`src/hdl/cps_pkg.sv`:
```
`default_nettype none

package cps_pkg;

  // Block configuration.
  localparam int NUM_SOURCES        = 4;
  localparam int TARGETS_PER_SOURCE = 16;
  localparam int ADDR_BITS          = 48;

  // Fixed constants of the selection scheme.
  localparam int LINE_BYTES = 8;
  localparam int DECAY_DIV  = 10;
  localparam int COUNT_W    = 32;
  localparam int REG_W      = 16;

  // Divide by DECAY_DIV as a multiply by ceil(2^35 / 10) and a right shift by 35.
  // The pair is exact for every COUNT_W-bit count.
  localparam logic [COUNT_W-1:0] DECAY_RECIP = 32'hCCCC_CCCD;
  localparam int                 DECAY_SHIFT = 35;

  // Derived widths.
  localparam int SID_W   = (NUM_SOURCES > 1) ? $clog2(NUM_SOURCES) : 1;
  localparam int IDX_W   = (TARGETS_PER_SOURCE > 1) ? $clog2(TARGETS_PER_SOURCE) : 1;
  localparam int FILL_W  = $clog2(TARGETS_PER_SOURCE + 1);
  localparam int MEM_DEPTH = NUM_SOURCES * TARGETS_PER_SOURCE;
  localparam int MEM_AW  = (MEM_DEPTH > 1) ? $clog2(MEM_DEPTH) : 1;

  // Operation codes of the op field.
  localparam logic OP_ACCESS = 1'b0;
  localparam logic OP_TARGET = 1'b1;

  // Configuration register indexes.
  localparam int   CFG_IDX_W       = 1;
  localparam logic CFG_WINDOW_SIZE  = 1'b0;
  localparam logic CFG_SWITCH_DELAY = 1'b1;

  // Input beat.
  typedef struct packed {
    logic                 op;
    logic [1:0]           source_index;
    logic [ADDR_BITS-1:0] address;
  } cps_in_t;

  // Result beat.
  typedef struct packed {
    logic [1:0] chosen;
    logic       decided;
    logic       evaluating;
  } cps_out_t;

  // Status of the decay divider.
  typedef struct packed {
    logic busy;
    logic done;
  } cps_div_stat_t;

  // Sequencer states.
  typedef enum logic [2:0] {
    ST_IDLE,
    ST_SCAN,
    ST_DRAIN,
    ST_WIN,
    ST_DEC_START,
    ST_DEC_WAIT,
    ST_SELECT,
    ST_FINISH
  } cps_state_t;

endpackage

`default_nettype wire

```
`src/hdl/cps_target_buf.sv`:
```
`default_nettype none

module cps_target_buf (
  input  wire logic                          clk,
  input  wire logic                          wr_en,
  input  wire logic [cps_pkg::MEM_AW-1:0]    wr_addr,
  input  wire logic [cps_pkg::ADDR_BITS-1:0] wr_data,
  input  wire logic                          rd_en,
  input  wire logic [cps_pkg::MEM_AW-1:0]    rd_addr,
  output logic      [cps_pkg::ADDR_BITS-1:0] rd_data
);
  import cps_pkg::*;

  logic [ADDR_BITS-1:0] mem [MEM_DEPTH];

  // Single write port.
  always_ff @(posedge clk) begin
    if (wr_en) begin
      mem[wr_addr] <= wr_data;
    end
  end

  // Registered read port.
  always_ff @(posedge clk) begin
    if (rd_en) begin
      rd_data <= mem[rd_addr];
    end
  end

endmodule

`default_nettype wire

```
`config.mk`:
```
export PLATFORM = sky130hd
export DESIGN_NAME = cps_target_buf
export DESIGN_NICKNAME = d
export VERILOG_FILES = /design/src/hdl/cps_pkg.sv /design/src/hdl/cps_target_buf.sv
export SDC_FILE = /design/constraint.sdc
export NUM_CORES = 2
export LEC_CHECK = 0
export ABC_CLOCK_PERIOD_IN_PS = 16500
export BUFFER_PORTS_ARGS = -buffer_cell sky130_fd_sc_hd__buf_2
export CORE_MARGIN = 3
export CORE_UTILIZATION = 29
export CTS_CLUSTER_SIZE = 25
export DETAILED_ROUTE_END_ITERATION = 12
export PLACE_DENSITY = 0.48
export SLEW_MARGIN = 20
export SYNTH_ARGS = -nofsm -noshare
export SYNTH_HDL_FRONTEND = slang
export SYNTH_SLANG_ARGS = --single-unit
```
`constraint.sdc`:
```
create_clock -name clk -period 16.5 [get_ports clk]
set_input_delay 3.3 -clock clk [delete_from_list [all_inputs] [get_ports clk]]
set_output_delay 3.3 -clock clk [all_outputs]
set_load 0.01 [all_outputs]
```
==> impl_metrics.py <==
metrics = {
    "timing": {
        "min_period_over_period": 0.438,
        "hold_viol": 0,
        "fin_crit_ps": 7220,
        "finalSetupTns_ps": 0,
        "grt_setup_unrepaired": "no",
        "setup_slack_ps": 9280,
        "worst_pin_slew_ps": 1180,
        "drv_slew": 0,
        "fmax_mhz": 138,
        "fin_hold_ws_ps": 852,
        "slew_headroom": 0.214,
        "setup_viol": 0,
        "skew_ps": 79.8,
    },
    "place": {
        "place_hpwl_mm": 188,
        "gp_congestion": 0.749,
        "place_ws_ps": 8240,
        "portBuffers": 110,
    },
    "global_routing": {
        "grt_max_degree": 124,
        "grt_first_pass_wirelength_mm": 479,
        "first_global_vias": 57300,
        "antenna_found_initial": 29,
        "grt_use_total": 0.165,
        "overflow": 0,
    },
    "pwr": {
        "fin_total_pwr_w": 0.0166,
        "clkPwrFrac": 0.423,
        "combPwrFrac": 0.046,
        "seqPwrFrac": 0.530,
        "peakVddDrop_uv": 85.0,
        "intPower_w": 0.0131,
        "p_leak_nw": 41.1,
        "p_sw_w": 0.00355,
        "power.density_mw_per_mm2": 123,
        "p_sw_frac": 0.214,
    },
    "floorplan": {
        "initial_utilization": 0.292,
        "core_area_sq_mm": 0.403,
        "io-pin-count": 111,
        "die_w_microns": 643,
        "dieArea_sq_mm": 0.413,
        "rows": 233,
        "fp.dieH_microns": 643,
    },
    "detailed_routing": {
        "vias_per_cell": 5.11,
        "num_vias": 56100,
        "drt_pass1_iterations": 5,
        "wl_mm": 347,
        "dr.first_iter.drc_count": 6340,
        "antenna_left": 0,
        "drcViolationCount": 0,
        "wl_per_cell_microns": 31.6,
    },
    "clock_tree": {
        "cts.repair.resized": 0,
        "htreeDepth": 5,
        "cts.sinks": 3120,
        "clk_path_buf_depth": 4,
        "post-cts-setup-buffers": 0,
        "cts.clk_slew.worst_paths_ps": 60,
        "clk_latency_ps": 920,
        "ctsRootBufferMaster": "clkbuf_16",
        "cts_tree": "built",
        "cts_buffers": 324,
        "ctsHoldBuffers": 0,
    },
    "setup_path": {
        "critPathLaunchType": "input pin",
        "cp.required_ps": 17100,
        "rr_endpoint": "rd_data[38]",
        "crit_path_end_kind": "flop",
        "critPathKind": "input pin to flop",
        "cp_cell_sequence": "buf_12, buf_4, buf_4, buf_4, mux4_2, a22oi_1, nand2_1, o22ai_1, nor2_1",
        "rr_startpoint": "mem[27][38]",
        "startpoint": "rd_addr[0]",
        "cp_slowest_cell": "buf_4",
        "crit_path_max_incr_delay_ps": 890,
        "worstPathMaxFanout": 84,
        "cp.arrival_ps": 7820,
        "crit_path_frequent_cell": "buf_4",
        "r2r_cells": 4,
        "crit_end": "rd_data[15]",
        "r2r_slack_ps": 14120,
    },
    "final_layout": {
        "utilization": 0.336,
        "most-common-layout-cells": "3120 x edfxtp_1, 754 x mux4_2, 332 x clkbuf_16",
        "layout-drive-gt1-share": 0.286,
        "final_common_cell": "edfxtp_1",
        "area_growth_pct": 15.3,
        "fin_nets": 5371,
        "fillers": 37500,
    },
    "yosys": {
        "post-synth-top-area-cell": "edfxtp_1",
        "synth.distinct_cells": 35,
        "synth-seq-area-share": 0.797,
        "ys_seq_elements": 3120,
        "synth_area_leaders": "edfxtp_1 80%, mux4_2 14%, o22ai_1 0.65%",
        "synth_area_sq_mm": 0.118,
        "yosysTopAreaCellShare": 0.797,
        "syn-num-nets": 5033,
        "syn_inst": 4970,
        "yosys_warnings": 0,
        "syn_area_per_cell_sq_um": 23.7,
    },
    "job": {
        "cap_viol_max_count": 0,
    },
    "status": {
        "status": "complete, no violations",
    },
    "worst_hold_path": {
        "min_path_type": "flop to flop",
    },
}
==> worst min path at each step <==
stage | startpoint | to | depth (start not counted)
after floorplan | mem[58][36] | rd_data[36] | 4
after global placement | mem[58][33] | rd_data[33] | 4
after detailed placement | mem[59][13] | rd_data[13] | 4
after CTS | mem[58][20] | rd_data[20] | 4
after global routing | mem[58][20] | rd_data[20] | 4
final | mem[58][20] | rd_data[20] | 4
==> flip-flops by register name (all words and copies together), names as in the netlist <==
register,count
mem,3072
rd_data,48
==> worst max-delay path: cells and delay by family <==
kind / cells / cell delay (ps)
AND/OR/NAND/NOR: 2 / 210
AO/OA/AOI/OAI: 2 / 430
buffers and inverters: 4 / 2930
multiplexers: 1 / 600
==> per-stage QoR <==
step,instances,instance area [sq um]
2_1_floorplan,4970,118000
3_3_place_gp,10400,125000
3_5_place_dp,10400,125000
4_1_cts,11000,135000
5_1_grt,11000,136000
6_report,11000,136000
==> Yosys cell counts (all sizes together) <==
cell,n
nand2,55
edfxtp,3120
mux4,754
nor2b,24
or3,3
a31oi,1
a311oi,11
o22ai,122
clkbuf,99
nand2b,10
o221ai,28
mux2i,63
and3,1
nor3,3
nand4,2
or2,3
or3b,4
a311o,1
a31o,5
a22oi,72
a221oi,83
nand3b,5
a211oi,32
a21oi,74
nand4b,1
and2,3
buf,183
nor2,132
mux2,12
a22o,57
nand3,7
==> cells by family after synthesis <==
group / share of synthesized area
multiplexers: 0.151
AND/OR/NAND/NOR: 0.00953
AO/OA/AOI/OAI: 0.0301
buffers and inverters: 0.0127
flip-flops: 0.797
==> power groups by stage <==
stage          clock (W)  combinational (W)  sequential [W]
2_1_floorplan          0           0.000419         0.00898
3_3_place_gp           0           0.000771         0.00899
3_5_place_dp           0           0.000781         0.00899
4_1_cts          0.00720           0.000782         0.00882
5_1_grt          0.00752           0.000823         0.00882
6_report         0.00704           0.000770         0.00882
==> per-layer routing <==
metal | track usage | up-vias | share of wire
met5 | 0 | - | 0.000069
met1 | 0.225 | 31400 | 0.42
met3 | 0.0242 | 454 | 0.060
met2 | 0.276 | 1977 | 0.50
met4 | 0.0398 | 4 | 0.024
li1 | - | 22300 | -
==> final cells by class <==
type / instances / area [sq um] / share of cell area
Multi-Input combinational cell: 1568 / 22900 / 0.169
Tap cell: 5405 / 6760 / 0.0499
Clock inverter: 166 / 1410 / 0.0104
Timing Repair Buffer: 294 / 2170 / 0.0160
Clock buffer: 404 / 8580 / 0.0633
Antenna cell: 13 / 32.5 / 0.000240
Sequential cell: 3120 / 93700 / 0.691
Note: power is estimated with default switching activity, not from simulation.
