### src/hdl/cps_pkg.sv
`default_nettype none

package cps_pkg;

  // Block configuration.
  localparam int NUM_SOURCES        = 4;
  localparam int TARGETS_PER_SOURCE = 16;
  localparam int ADDR_BITS          = 48;

  // Fixed constants of the selection scheme.
  localparam int LINE_BYTES = 8;
  localparam int DECAY_DIV  = 10;
  localparam int COUNT_W    = 32;
  localparam int REG_W      = 16;

  // Divide by DECAY_DIV as a multiply by ceil(2^35 / 10) and a right shift by 35.
  // The pair is exact for every COUNT_W-bit count.
  localparam logic [COUNT_W-1:0] DECAY_RECIP = 32'hCCCC_CCCD;
  localparam int                 DECAY_SHIFT = 35;

  // Derived widths.
  localparam int SID_W   = (NUM_SOURCES > 1) ? $clog2(NUM_SOURCES) : 1;
  localparam int IDX_W   = (TARGETS_PER_SOURCE > 1) ? $clog2(TARGETS_PER_SOURCE) : 1;
  localparam int FILL_W  = $clog2(TARGETS_PER_SOURCE + 1);
  localparam int MEM_DEPTH = NUM_SOURCES * TARGETS_PER_SOURCE;
  localparam int MEM_AW  = (MEM_DEPTH > 1) ? $clog2(MEM_DEPTH) : 1;

  // Operation codes of the op field.
  localparam logic OP_ACCESS = 1'b0;
  localparam logic OP_TARGET = 1'b1;

  // Configuration register indexes.
  localparam int   CFG_IDX_W       = 1;
  localparam logic CFG_WINDOW_SIZE  = 1'b0;
  localparam logic CFG_SWITCH_DELAY = 1'b1;

  // Input beat.
  typedef struct packed {
    logic                 op;
    logic [1:0]           source_index;
    logic [ADDR_BITS-1:0] address;
  } cps_in_t;

  // Result beat.
  typedef struct packed {
    logic [1:0] chosen;
    logic       decided;
    logic       evaluating;
  } cps_out_t;

  // Status of the decay divider.
  typedef struct packed {
    logic busy;
    logic done;
  } cps_div_stat_t;

  // Sequencer states.
  typedef enum logic [2:0] {
    ST_IDLE,
    ST_SCAN,
    ST_DRAIN,
    ST_WIN,
    ST_DEC_START,
    ST_DEC_WAIT,
    ST_SELECT,
    ST_FINISH
  } cps_state_t;

endpackage

`default_nettype wire

### src/hdl/cps_decay_unit.sv
`default_nettype none

module cps_decay_unit (
  input  wire logic                        clk,
  input  wire logic                        rst_n,
  input  wire logic                        start,
  input  wire logic [cps_pkg::COUNT_W-1:0] value,
  output cps_pkg::cps_div_stat_t           stat,
  output logic      [cps_pkg::COUNT_W-1:0] quotient
);
  import cps_pkg::*;

  logic [2*COUNT_W-1:0] prod_r, prod_nxt;
  logic [COUNT_W-1:0]   q_r, q_nxt;
  logic                 busy_r, busy_nxt;
  logic                 done_r, done_nxt;

  // The product by the scaled reciprocal is registered first, and the registered
  // product is then shifted down into the quotient register.
  always_comb begin
    prod_nxt = prod_r;
    q_nxt    = q_r;
    busy_nxt = 1'b0;
    done_nxt = 1'b0;
    if (start) begin
      prod_nxt = value * DECAY_RECIP;
      busy_nxt = 1'b1;
    end else if (busy_r) begin
      q_nxt    = COUNT_W'(prod_r[2*COUNT_W-1:DECAY_SHIFT]);
      done_nxt = 1'b1;
    end
  end

  always_ff @(posedge clk) begin
    if (!rst_n) begin
      busy_r <= 1'b0;
      done_r <= 1'b0;
    end else begin
      busy_r <= busy_nxt;
      done_r <= done_nxt;
    end
  end

  always_ff @(posedge clk) begin
    prod_r <= prod_nxt;
    q_r    <= q_nxt;
  end

  assign stat.busy = busy_r;
  assign stat.done = done_r;
  assign quotient  = q_r;

endmodule

`default_nettype wire

### config.mk
export PLATFORM = sky130hd
export DESIGN_NAME = cps_decay_unit
export DESIGN_NICKNAME = d
export VERILOG_FILES = /design/src/hdl/cps_pkg.sv /design/src/hdl/cps_decay_unit.sv
export SDC_FILE = /design/constraint.sdc
export NUM_CORES = 1
export LEC_CHECK = 0
export ABC_AREA = 1
export BUFFER_PORTS_ARGS = -buffer_cell sky130_fd_sc_hd__buf_2
export CORE_ASPECT_RATIO = 1.1
export CORE_UTILIZATION = 60
export DETAILED_ROUTE_END_ITERATION = 10
export HOLD_SLACK_MARGIN = 0.06
export PLACE_DENSITY = 0.77
export SYNTH_ARGS = -nofsm -noshare
export SYNTH_HDL_FRONTEND = slang
export SYNTH_SLANG_ARGS = --single-unit
### constraint.sdc
create_clock -name clk -period 8.4 [get_ports clk]
set_input_delay 0.42 -clock clk [delete_from_list [all_inputs] [get_ports clk]]
set_output_delay 0.42 -clock clk [all_outputs]
set_load 0.01 [all_outputs]
==> results of run 1 <==
-- cell usage in the layout, fill, tap and decap left out, types with 2 or more instances in the layout --
master / netlist / routed
o22ai_1: 2 / 2
nand2_1: 423 / 423
buf_4: 5 / 2
edfxtp_1: 58 / 58
a21o_1: 9 / 9
xnor2_1: 9 / 9
fa_1: 386 / 386
nor3_1: 7 / 7
nor3_2: 11 / 11
clkbuf_16: 0 / 9
clkinvlp_4: 0 / 4
or2_2: 3 / 3
and2_1: 2 / 2
xor2_1: 37 / 37
a21oi_1: 78 / 78
nor2_4: 2 / 2
buf_2: 0 / 65
inv_2: 9 / 9
nand4_1: 12 / 12
o21bai_1: 17 / 17
o21ai_0: 38 / 38
nand2_2: 14 / 14
dfxtp_1: 2 / 2
conb_1: 1 / 3
nor4_2: 2 / 2
nand3_1: 52 / 52
ha_1: 346 / 346
nor2_2: 19 / 20
nor2_1: 90 / 89
inv_1: 722 / 722
-- critical path, delay by kind of cell --
family	cells	cell delay, ns
and+or+nand+nor	6	0.65
adders and majority gates	8	3.84
AOI/OAI and AO/OA	4	0.99
buffers and inverters	3	0.29
xor gates and xnor gates	1	0.64
-- worst max path at each step --
stage	slack [ns]	endpoint	from	cells after the start
final	1.64	prod_r[57]$_DFFE_PP_	value[3]	22
after global routing	1.48	prod_r[60]$_DFFE_PP_	value[20]	26
after CTS	1.71	prod_r[57]$_DFFE_PP_	value[2]	22
after detailed placement	1.41	prod_r[57]$_DFFE_PP_	value[2]	22
after global placement	1.36	prod_r[58]$_DFFE_PP_	value[2]	23
after floorplan	2.46	prod_r[52]$_DFFE_PP_	value[20]	25
-- Yosys cell counts, types with 2 or more instances --
cell type	n
o21bai_1	17
nor3_1	7
nand2_1	423
o22ai_1	2
nand4_1	12
dfxtp_1	2
inv_1	722
fa_1	386
nor4_2	2
and2_1	2
nor2_1	90
xnor2_1	9
nor2_2	19
xor2_1	37
or2_2	3
a21o_1	9
ha_1	346
o21ai_0	38
edfxtp_1	58
a21oi_1	78
nand2_2	14
nand3_1	52
clkbuf_1	3
inv_2	9
buf_4	5
nor3_2	11
nor2_4	2
-- logic make-up after synthesis --
group	synth area share
AOI/OAI and AO/OA	0.03933
xor gates and xnor gates	0.01957
adders and majority gates	0.5857
buffers and inverters	0.1358
DFF	0.08655
other	0.0001822
and+or+nand+nor	0.1328
-- sequential cells by signal, summed over array words and instances (netlist names) --
name      cells
busy_r        1
done_r        1
quotient     29
prod_r       29
-- metrics by stage --
step                      hold WS (ns)  setup WS, ns  cell area (sq um)  instances
after floorplan                 0.4003         2.456              20590       2369
final                           0.2888         1.638              21720       2876
after detailed placement        0.4045         1.410              21430       2860
after global placement          0.4021         1.365              21430       2860
after global routing            0.2877         1.481              21720       2876
after CTS                       0.2864         1.710              21720       2876
-- routing by layer --
| metal | vias up | wire, um |
|---|---|---|
| li1 | 7195 | - |
| met1 | 7831 | 24250 |
| met2 | 705 | 30790 |
| met3 | 169 | 4903 |
| met4 | 0 | 3997 |
| met5 | - | 0 |
-- layout make-up --
class	count	share of cell area
tap	432	0.02488
clock buffer	10	0.01054
inverter	732	0.1265
clock inverter	6	0.002995
sequential	60	0.08203
multi-input combinational	1569	0.7374
timing repair buffer	67	0.01567
==> flow_metrics.py, run 1 <==
metrics = {
    "place": {
        "dp_hpwl_um": 57090,
        "gp_congestion": 1.055,
        "io_buffers": 65,
    },
    "synthesis": {
        "syn_area_sq_mm": 0.02058,
        "yosys.area.top_type": "fa_1",
        "ys.flop_type": "edfxtp_1",
        "synthArstFlopShare": 0,
        "synth_cell_types": 36,
        "yosys_warnings": 0,
        "synth-edff-count": 58,
        "synth_area_leaders": "fa_1, ha_1, inv_1",
        "synth-seq-area-share": 0.08655,
        "ys_ff_latch": 60,
        "synthCells": 2367,
        "avgSynthCellArea_sq_um": 8.697,
        "synth_top_area_share": 0.3754,
    },
    "timing": {
        "setup_viol": 0,
        "fin_setup_tns_ns": 0,
        "relSlewSlack": 0.4455,
        "maxClockFrequency_mhz": 147.9,
        "min_period_ns": 6.762,
        "period_share": 0.8051,
        "finalHoldViolCount": 0,
        "rsz0062_at_grt": "no",
        "slew_violations": 0,
        "worst_clock_skew_ns": 0.007204,
        "tightest_slew_ns": 0.8317,
    },
    "cts": {
        "cts_hold_buf": 0,
        "path_clk_slew_ns": 0.06,
        "cts_tree": "done",
        "clock_latency_ns": 0.33,
        "cts_sinks": 60,
        "cts_resized": 0,
        "cts-root-buf": "clkbuf_16",
        "post_cts.repair.setup_buffers": 0,
        "cts_buffers": 9,
        "htreeDepth": 3,
        "cts_buffer_depth": 2,
    },
    "grt": {
        "gr-usage-met1": 0.4856,
        "antenna_found_initial": 0,
        "grt_pass1_wl_um": 99500,
        "grt_pass1_vias": 17548,
        "overflow": 0,
        "grt_use_met3": 0.05523,
        "busiest_layer": "met2",
        "grt_util_all_layers": 0.3934,
        "grtUsageMet2": 0.6657,
        "grt_max_degree": 33,
    },
    "worst_setup_path": {
        "r2r_setup_slack_ns": 7.24,
        "arrival_ns": 6.85,
        "cpMaxStageDelayCell": "xor2_1",
        "path_cells": "buf_2 > ha_1 > xor2_1 > nand2_1 > nand2_1 > fa_1 > fa_1 > fa_1 > fa_1 > fa_1 > inv_1 > fa_1 > inv_1 > ha_1 > a21oi_1 > o21ai_0 > a21oi_1 > nand2_1 > a21oi_1 > nand2_1 > nand2_1 > nand2_1",
        "reg2reg_from": "busy_r$_SDFF_PN0_",
        "worstRegToRegCells": 3,
        "start_kind": "primary input",
        "critPathMaxStageDelay_ns": 0.64,
        "timing.rr.end": "quotient[20]$_DFFE_PP_",
        "cp_max_fo": 8,
        "criticalPathCategory": "in -> reg",
        "worstPathRequired_ns": 8.48,
        "critPathCaptureType": "flip-flop",
    },
    "routing": {
        "vias": 15900,
        "routed_wl_um": 63940,
        "ant_nets": 0,
        "remaining_drc_errors": 0,
        "routed_via_density": 5.529,
        "drt_iter0_drc": 1245,
        "drt_pre_antenna_iters": 6,
        "wl_per_cell_um": 22.23,
    },
    "min_path": {
        "whs_path_depth": 3,
        "hp-class": "in -> reg",
        "hold_end": "busy_r$_SDFF_PN0_",
        "hold_start": "rst_n",
    },
    "status": {
        "status": "finished clean",
    },
    "cells_and_area": {
        "drive_gt1_frac": 0.05933,
        "postLayoutCoreUtil": 0.6475,
        "fillers": 2904,
        "area_growth_pct": 5.519,
        "seq_area_sq_mm": 0.001782,
        "multi_input_area_sq_mm": 0.01602,
        "diodes": 0,
        "nets": 3206,
    },
    "flow_run": {
        "drv_cap": 0,
    },
    "floorplan": {
        "die-height_um": 196.3,
        "dieArea_sq_mm": 0.03505,
        "row_count": 70,
        "initial_utilization": 0.6137,
        "fp.dieW_um": 178.6,
        "core_area_sq_mm": 0.03354,
        "io_pins": 69,
    },
}
Power of run 1 is left out: the tool's default activity adds up to more than one toggle a clock period on the data nets, which glitch-free logic cannot reach.
==> run 2: changes to the inputs <==
clock period = 6.6 ns   (was 8.4 ns; I/O delays follow)
==> run 2 against run 1 <==
  * Critical path type unchanged
  * Routed wire length decreased by 1.9%
  * Global-route usage shrank 0.76 points
  * Largest cell class unchanged
  * Cell count is 1.9% higher
  * Die area unchanged
  * First-iteration DRC count up 8.4%
  * Critical endpoint is now prod_r[43]$_DFFE_PP_
  * Count of clock-buffer cells in the layout increased by 1
==> flow_metrics.py, run 2 (synthesis results as in run 1) <==
metrics = {
    "timing": {
        "worst_clock_skew_ns": 0.01003,
        "relSlewSlack": 0.4643,
        "setup_viol": 0,
        "slew_violations": 0,
        "maxClockFrequency_mhz": 157.5,
        "finalHoldViolCount": 0,
        "tightest_slew_ns": 0.8036,
        "whs_ns": 0.2026,
        "min_period_ns": 6.350,
        "period_share": 0.9621,
        "rsz0062_at_grt": "no",
    },
    "worst_setup_path": {
        "cpMaxStageDelayCell": "fa_1",
        "start_kind": "primary input",
        "arrival_ns": 6.39,
        "worstPathRequired_ns": 6.64,
        "critPathCaptureType": "flip-flop",
        "critPathMaxStageDelay_ns": 0.58,
        "cp_max_fo": 5,
        "path_cells": "buf_2 > ha_1 > xor2_1 > ha_1 > or2_2 > fa_1 > fa_1 > fa_1 > fa_1 > fa_1 > inv_1 > fa_1 > inv_1 > ha_1 > nand2_1 > inv_2 > nand2_1 > nor3_2 > nand2_1 > clkinv_1 > nand3_1 > nand4_1 > nand2_1",
        "cp_common_cell": "fa_1",
        "criticalPathCategory": "in -> reg",
    },
    "place": {
        "dp_hpwl_um": 56420,
        "gp_congestion": 1.061,
        "placed_cell_area_sq_mm": 0.02185,
        "io_buffers": 65,
    },
    "cts": {
        "post_cts.repair.setup_buffers": 0,
        "cts_sinks": 60,
        "htreeDepth": 3,
        "cts_buffer_depth": 2,
        "clock_latency_ns": 0.33,
        "cts_tree": "done",
        "path_clk_slew_ns": 0.05,
        "cts-root-buf": "clkbuf_16",
        "cts_buffers": 9,
    },
    "routing": {
        "remaining_drc_errors": 0,
        "ant_nets": 0,
        "drt_iter0_drc": 1349,
        "routed_via_density": 5.468,
        "drt_pre_antenna_iters": 5,
        "vias": 16032,
        "routed_wl_um": 62720,
        "wl_per_cell_um": 21.39,
    },
    "cells_and_area": {
        "final_common_cell": "inv_1",
        "diodes": 0,
        "stdcell_area_sq_mm": 0.02216,
        "nets": 3262,
        "most-common-layout-cells": "inv_1, nand2_1, fa_1",
        "area_growth_pct": 7.647,
        "drive_gt1_frac": 0.08000,
    },
    "grt": {
        "overflow": 0,
        "antenna_found_initial": 1,
        "grt_pass1_vias": 17332,
        "grt_pass1_wl_um": 98120,
        "grt_util_all_layers": 0.3858,
        "grt_max_degree": 33,
    },
    "floorplan": {
        "row_count": 70,
        "fp.dieW_um": 178.6,
        "core_area_sq_mm": 0.03354,
        "dieArea_sq_mm": 0.03505,
        "die-height_um": 196.3,
        "io_pins": 69,
        "initial_utilization": 0.6137,
    },
    "flow_run": {
        "drv_cap": 0,
    },
    "min_path": {
        "hp-class": "in -> reg",
    },
    "status": {
        "status": "finished clean",
    },
}
run 2: cell types whose count changed in the layout (fill, tap and decap cells not counted), sizes merged:
cell | previous run | this run
clkinvlp | 4 | 1
clkbuf | 10 | 11
clkinv | 2 | 3
bufinv | 1 | 2
buf | 67 | 123
run 2: repair_timing:
item / CTS / global route
resized for setup: 0 / 1
hold buffers: 0 / 0
setup endpoints to repair: 0 / 4
run 2: stage by stage:
stage,worst slack [ns],utilization,TNS (ns),instances
4_1_cts,0.2918,0.6605,0,2932
5_1_grt,0.0009699,0.6606,0,2932
2_1_floorplan,0.7464,-,0,2369
3_5_place_dp,-0.03383,0.6513,-0.04595,2916
3_3_place_gp,-0.001091,0.6513,-0.001091,2916
6_report,0.2500,0.6606,0,2932
run 2: worst paths after layout:
check | start | end | slack, ns | cells after the start
max | value[2] | prod_r[43]$_DFFE_PP_ | 0.25 | 23
min | rst_n | busy_r$_SDFF_PN0_ | 0.20 | 3
max reg2reg | busy_r$_SDFF_PN0_ | quotient[8]$_DFFE_PP_ | 5.44 | 3
min reg2reg | prod_r[38]$_DFFE_PP_ | quotient[3]$_DFFE_PP_ | 0.41 | 0
run 2: critical path: cells and delay by family:
kind / cells / cell delay, ns
simple gates: 8 / 1.38
xor+xnor: 1 / 0.24
buf+inv: 5 / 0.42
fa+ha+maj: 9 / 4.00
run 2: area by class of cell:
class / instances / area (sq um)
flip-flops and latches: 60 / 1782
well taps: 432 / 540.5
clock inverters: 5 / 76.32
repair buffers: 123 / 760.7
inverters: 732 / 2748
multi-input cells: 1569 / 16020
clock buffers: 11 / 232.7
fillers: 2893 / 11390
run 2: routing by layer:
layer	vias up	share of wire	global-route usage
met4	2	0.071	0.2228
met5	-	0.00022	0
met2	774	0.47	0.6308
li1	7306	-	-
met3	185	0.079	0.05601
met1	7765	0.38	0.4871
Power of run 2 is left out for the same reason.
==> run 3: changes to the inputs <==
clock period = 6.27 ns   (was 6.6 ns; I/O delays follow)
==> run 3 against run 2 <==
  * Utilization rose by 4.6 points
  * Non-clock buffer count rose by 174
  * Die area did not move
  * Global-route usage rose by 2.5 points
  * Cell count rose by 5.9%
  * Cell area rose by 7.0%
  * Count of clock-buffer cells in the layout fell by 2
  * Setup slack got worse by 0.17 ns
  * Routed wire length rose by 7.1%
  * First-iteration DRC count fell by 1.0%
  * Via count rose by 4.7%
  * Highest routed layer unchanged
==> flow_metrics.py, run 3 (synthesis results as in run 1) <==
metrics = {
    "cts": {
        "cts_buffers": 9,
        "post_cts.repair.setup_buffers": 0,
        "cts_tree": "done",
        "path_clk_slew_ns": 0.06,
        "cts_sinks": 60,
        "clock_latency_ns": 0.34,
        "cts-root-buf": "clkbuf_16",
        "cts_buffer_depth": 2,
        "cts_hold_buf": 0,
        "htreeDepth": 3,
        "cts_resized": 0,
    },
    "worst_setup_path": {
        "critical-path-top-delay-family": "adder cells",
        "worstPathRequired_ns": 6.36,
        "criticalPathCategory": "in -> reg",
        "cpMaxStageDelayCell": "fa_1",
        "r2r_setup_slack_ns": 5.09,
        "path_buf_inv": 4,
        "cp_common_cell": "fa_1",
        "critPathCaptureType": "flip-flop",
        "cp_max_fo": 5,
        "worstRegToRegCells": 3,
        "timing.rr.end": "quotient[7]$_DFFE_PP_",
        "path_cells": "clkbuf_4 > ha_1 > xor2_1 > ha_1 > or2_2 > fa_1 > fa_1 > fa_1 > fa_1 > fa_1 > inv_1 > fa_1 > inv_1 > ha_1 > nand2_2 > inv_2 > nand2_2 > nor3_4 > nand2_1 > nor2_1 > nand2_1 > nand4_1 > nand2_1",
        "reg2reg_from": "busy_r$_SDFF_PN0_",
        "arrival_ns": 6.29,
        "start_kind": "primary input",
        "critPathMaxStageDelay_ns": 0.57,
    },
    "min_path": {
        "hold_end": "busy_r$_SDFF_PN0_",
        "whs_path_depth": 3,
        "hp-class": "in -> reg",
        "hold_start": "rst_n",
    },
    "routing": {
        "ant_nets": 0,
        "route.met3.wl_um": 4516,
        "remaining_drc_errors": 0,
        "vias": 16791,
        "routed_via_density": 5.406,
        "drt_iter0_drc": 1335,
        "dr.max_layer_used": "met5",
        "drt_pre_antenna_iters": 8,
        "routed_wl_um": 67180,
        "wl_met1_um": 25370,
        "wl_met2_um": 32140,
        "wl_per_cell_um": 21.63,
    },
    "place": {
        "dp_hpwl_um": 60700,
        "gp_congestion": 1.098,
        "post-place-ws_ns": -0.2486,
        "place_inst": 3090,
        "io_buffers": 65,
    },
    "cells_and_area": {
        "seq_area_sq_mm": 0.001782,
        "drive_gt1_frac": 0.1545,
        "diodes": 0,
        "final_common_cell": "inv_1",
        "nets": 3436,
        "multi_input_area_sq_mm": 0.01621,
        "layout.cells.non_filler": 3106,
        "most-common-layout-cells": "inv_1, nand2_1, fa_1",
        "area_growth_pct": 15.13,
        "fillers": 2707,
    },
    "floorplan": {
        "dieArea_sq_mm": 0.03505,
        "initial_utilization": 0.6137,
        "die-height_um": 196.3,
        "fp.dieW_um": 178.6,
        "core_area_sq_mm": 0.03354,
        "row_count": 70,
        "io_pins": 69,
    },
    "timing": {
        "worst_clock_skew_ns": 0.006239,
        "timing.final.ws_setup_ns": 0.07724,
        "slew_violations": 0,
        "finalHoldViolCount": 0,
        "relSlewSlack": 0.4578,
        "min_period_ns": 6.193,
        "setup_viol": 0,
        "maxClockFrequency_mhz": 161.5,
        "tightest_slew_ns": 0.8133,
        "period_share": 0.9877,
        "fin_setup_tns_ns": 0,
    },
    "status": {
        "status": "finished clean",
    },
    "grt": {
        "grt_pass1_vias": 18558,
        "grt_max_degree": 33,
        "antenna_found_initial": 1,
        "grt_pass1_wl_um": 103800,
        "overflow": 0,
        "grt_util_all_layers": 0.4106,
    },
    "flow_run": {
        "drv_cap": 0,
    },
}
## run 3: how the worst max path moves through the flow
stage                          from              endpoint  slack [ns]  cells after the start
final                      value[2]  prod_r[55]$_DFFE_PP_        0.08                     23
after global routing       value[7]  prod_r[56]$_DFFE_PP_       -0.02                     24
after CTS                  value[8]  prod_r[42]$_DFFE_PP_        0.07                     23
after detailed placement   value[8]  prod_r[42]$_DFFE_PP_       -0.25                     23
after global placement    value[20]  prod_r[60]$_DFFE_PP_       -0.24                     26
after floorplan           value[20]  prod_r[52]$_DFFE_PP_        0.43                     25
## run 3: area by class of cell
cell class / count / area share
Multi-Input combinational cell: 1569 / 0.6841
Clock buffer: 9 / 0.009503
Inverter: 732 / 0.1159
Sequential cell: 60 / 0.07518
Timing Repair Buffer: 297 / 0.08732
Tap cell: 432 / 0.02281
Clock inverter: 7 / 0.005174
## run 3: metal layers
layer / track usage / vias up
met2: 0.6911 / 771
met3: 0.05504 / 234
met1: 0.5014 / 8125
met5: 0 / -
met4: 0.2433 / 2
li1: - / 7659
## run 3: worst reg2reg max path: cells and delay by family (launching register included)
| kind | cells | cell delay (ns) |
|---|---|---|
| flops | 1 | 0.32 |
| simple gates | 1 | 0.08 |
| buf+inv | 2 | 0.42 |
## run 3: metrics by stage
step	area [sq um]	hold slack, ns	util
floorplan	20590	0.3896	-
global placement	23150	0.4039	0.6902
detailed placement	23150	0.4045	0.6902
CTS	23500	0.1778	0.7006
global route	23700	0.1996	0.7065
finish	23700	0.1782	0.7065
Power of run 3 is left out for the same reason.
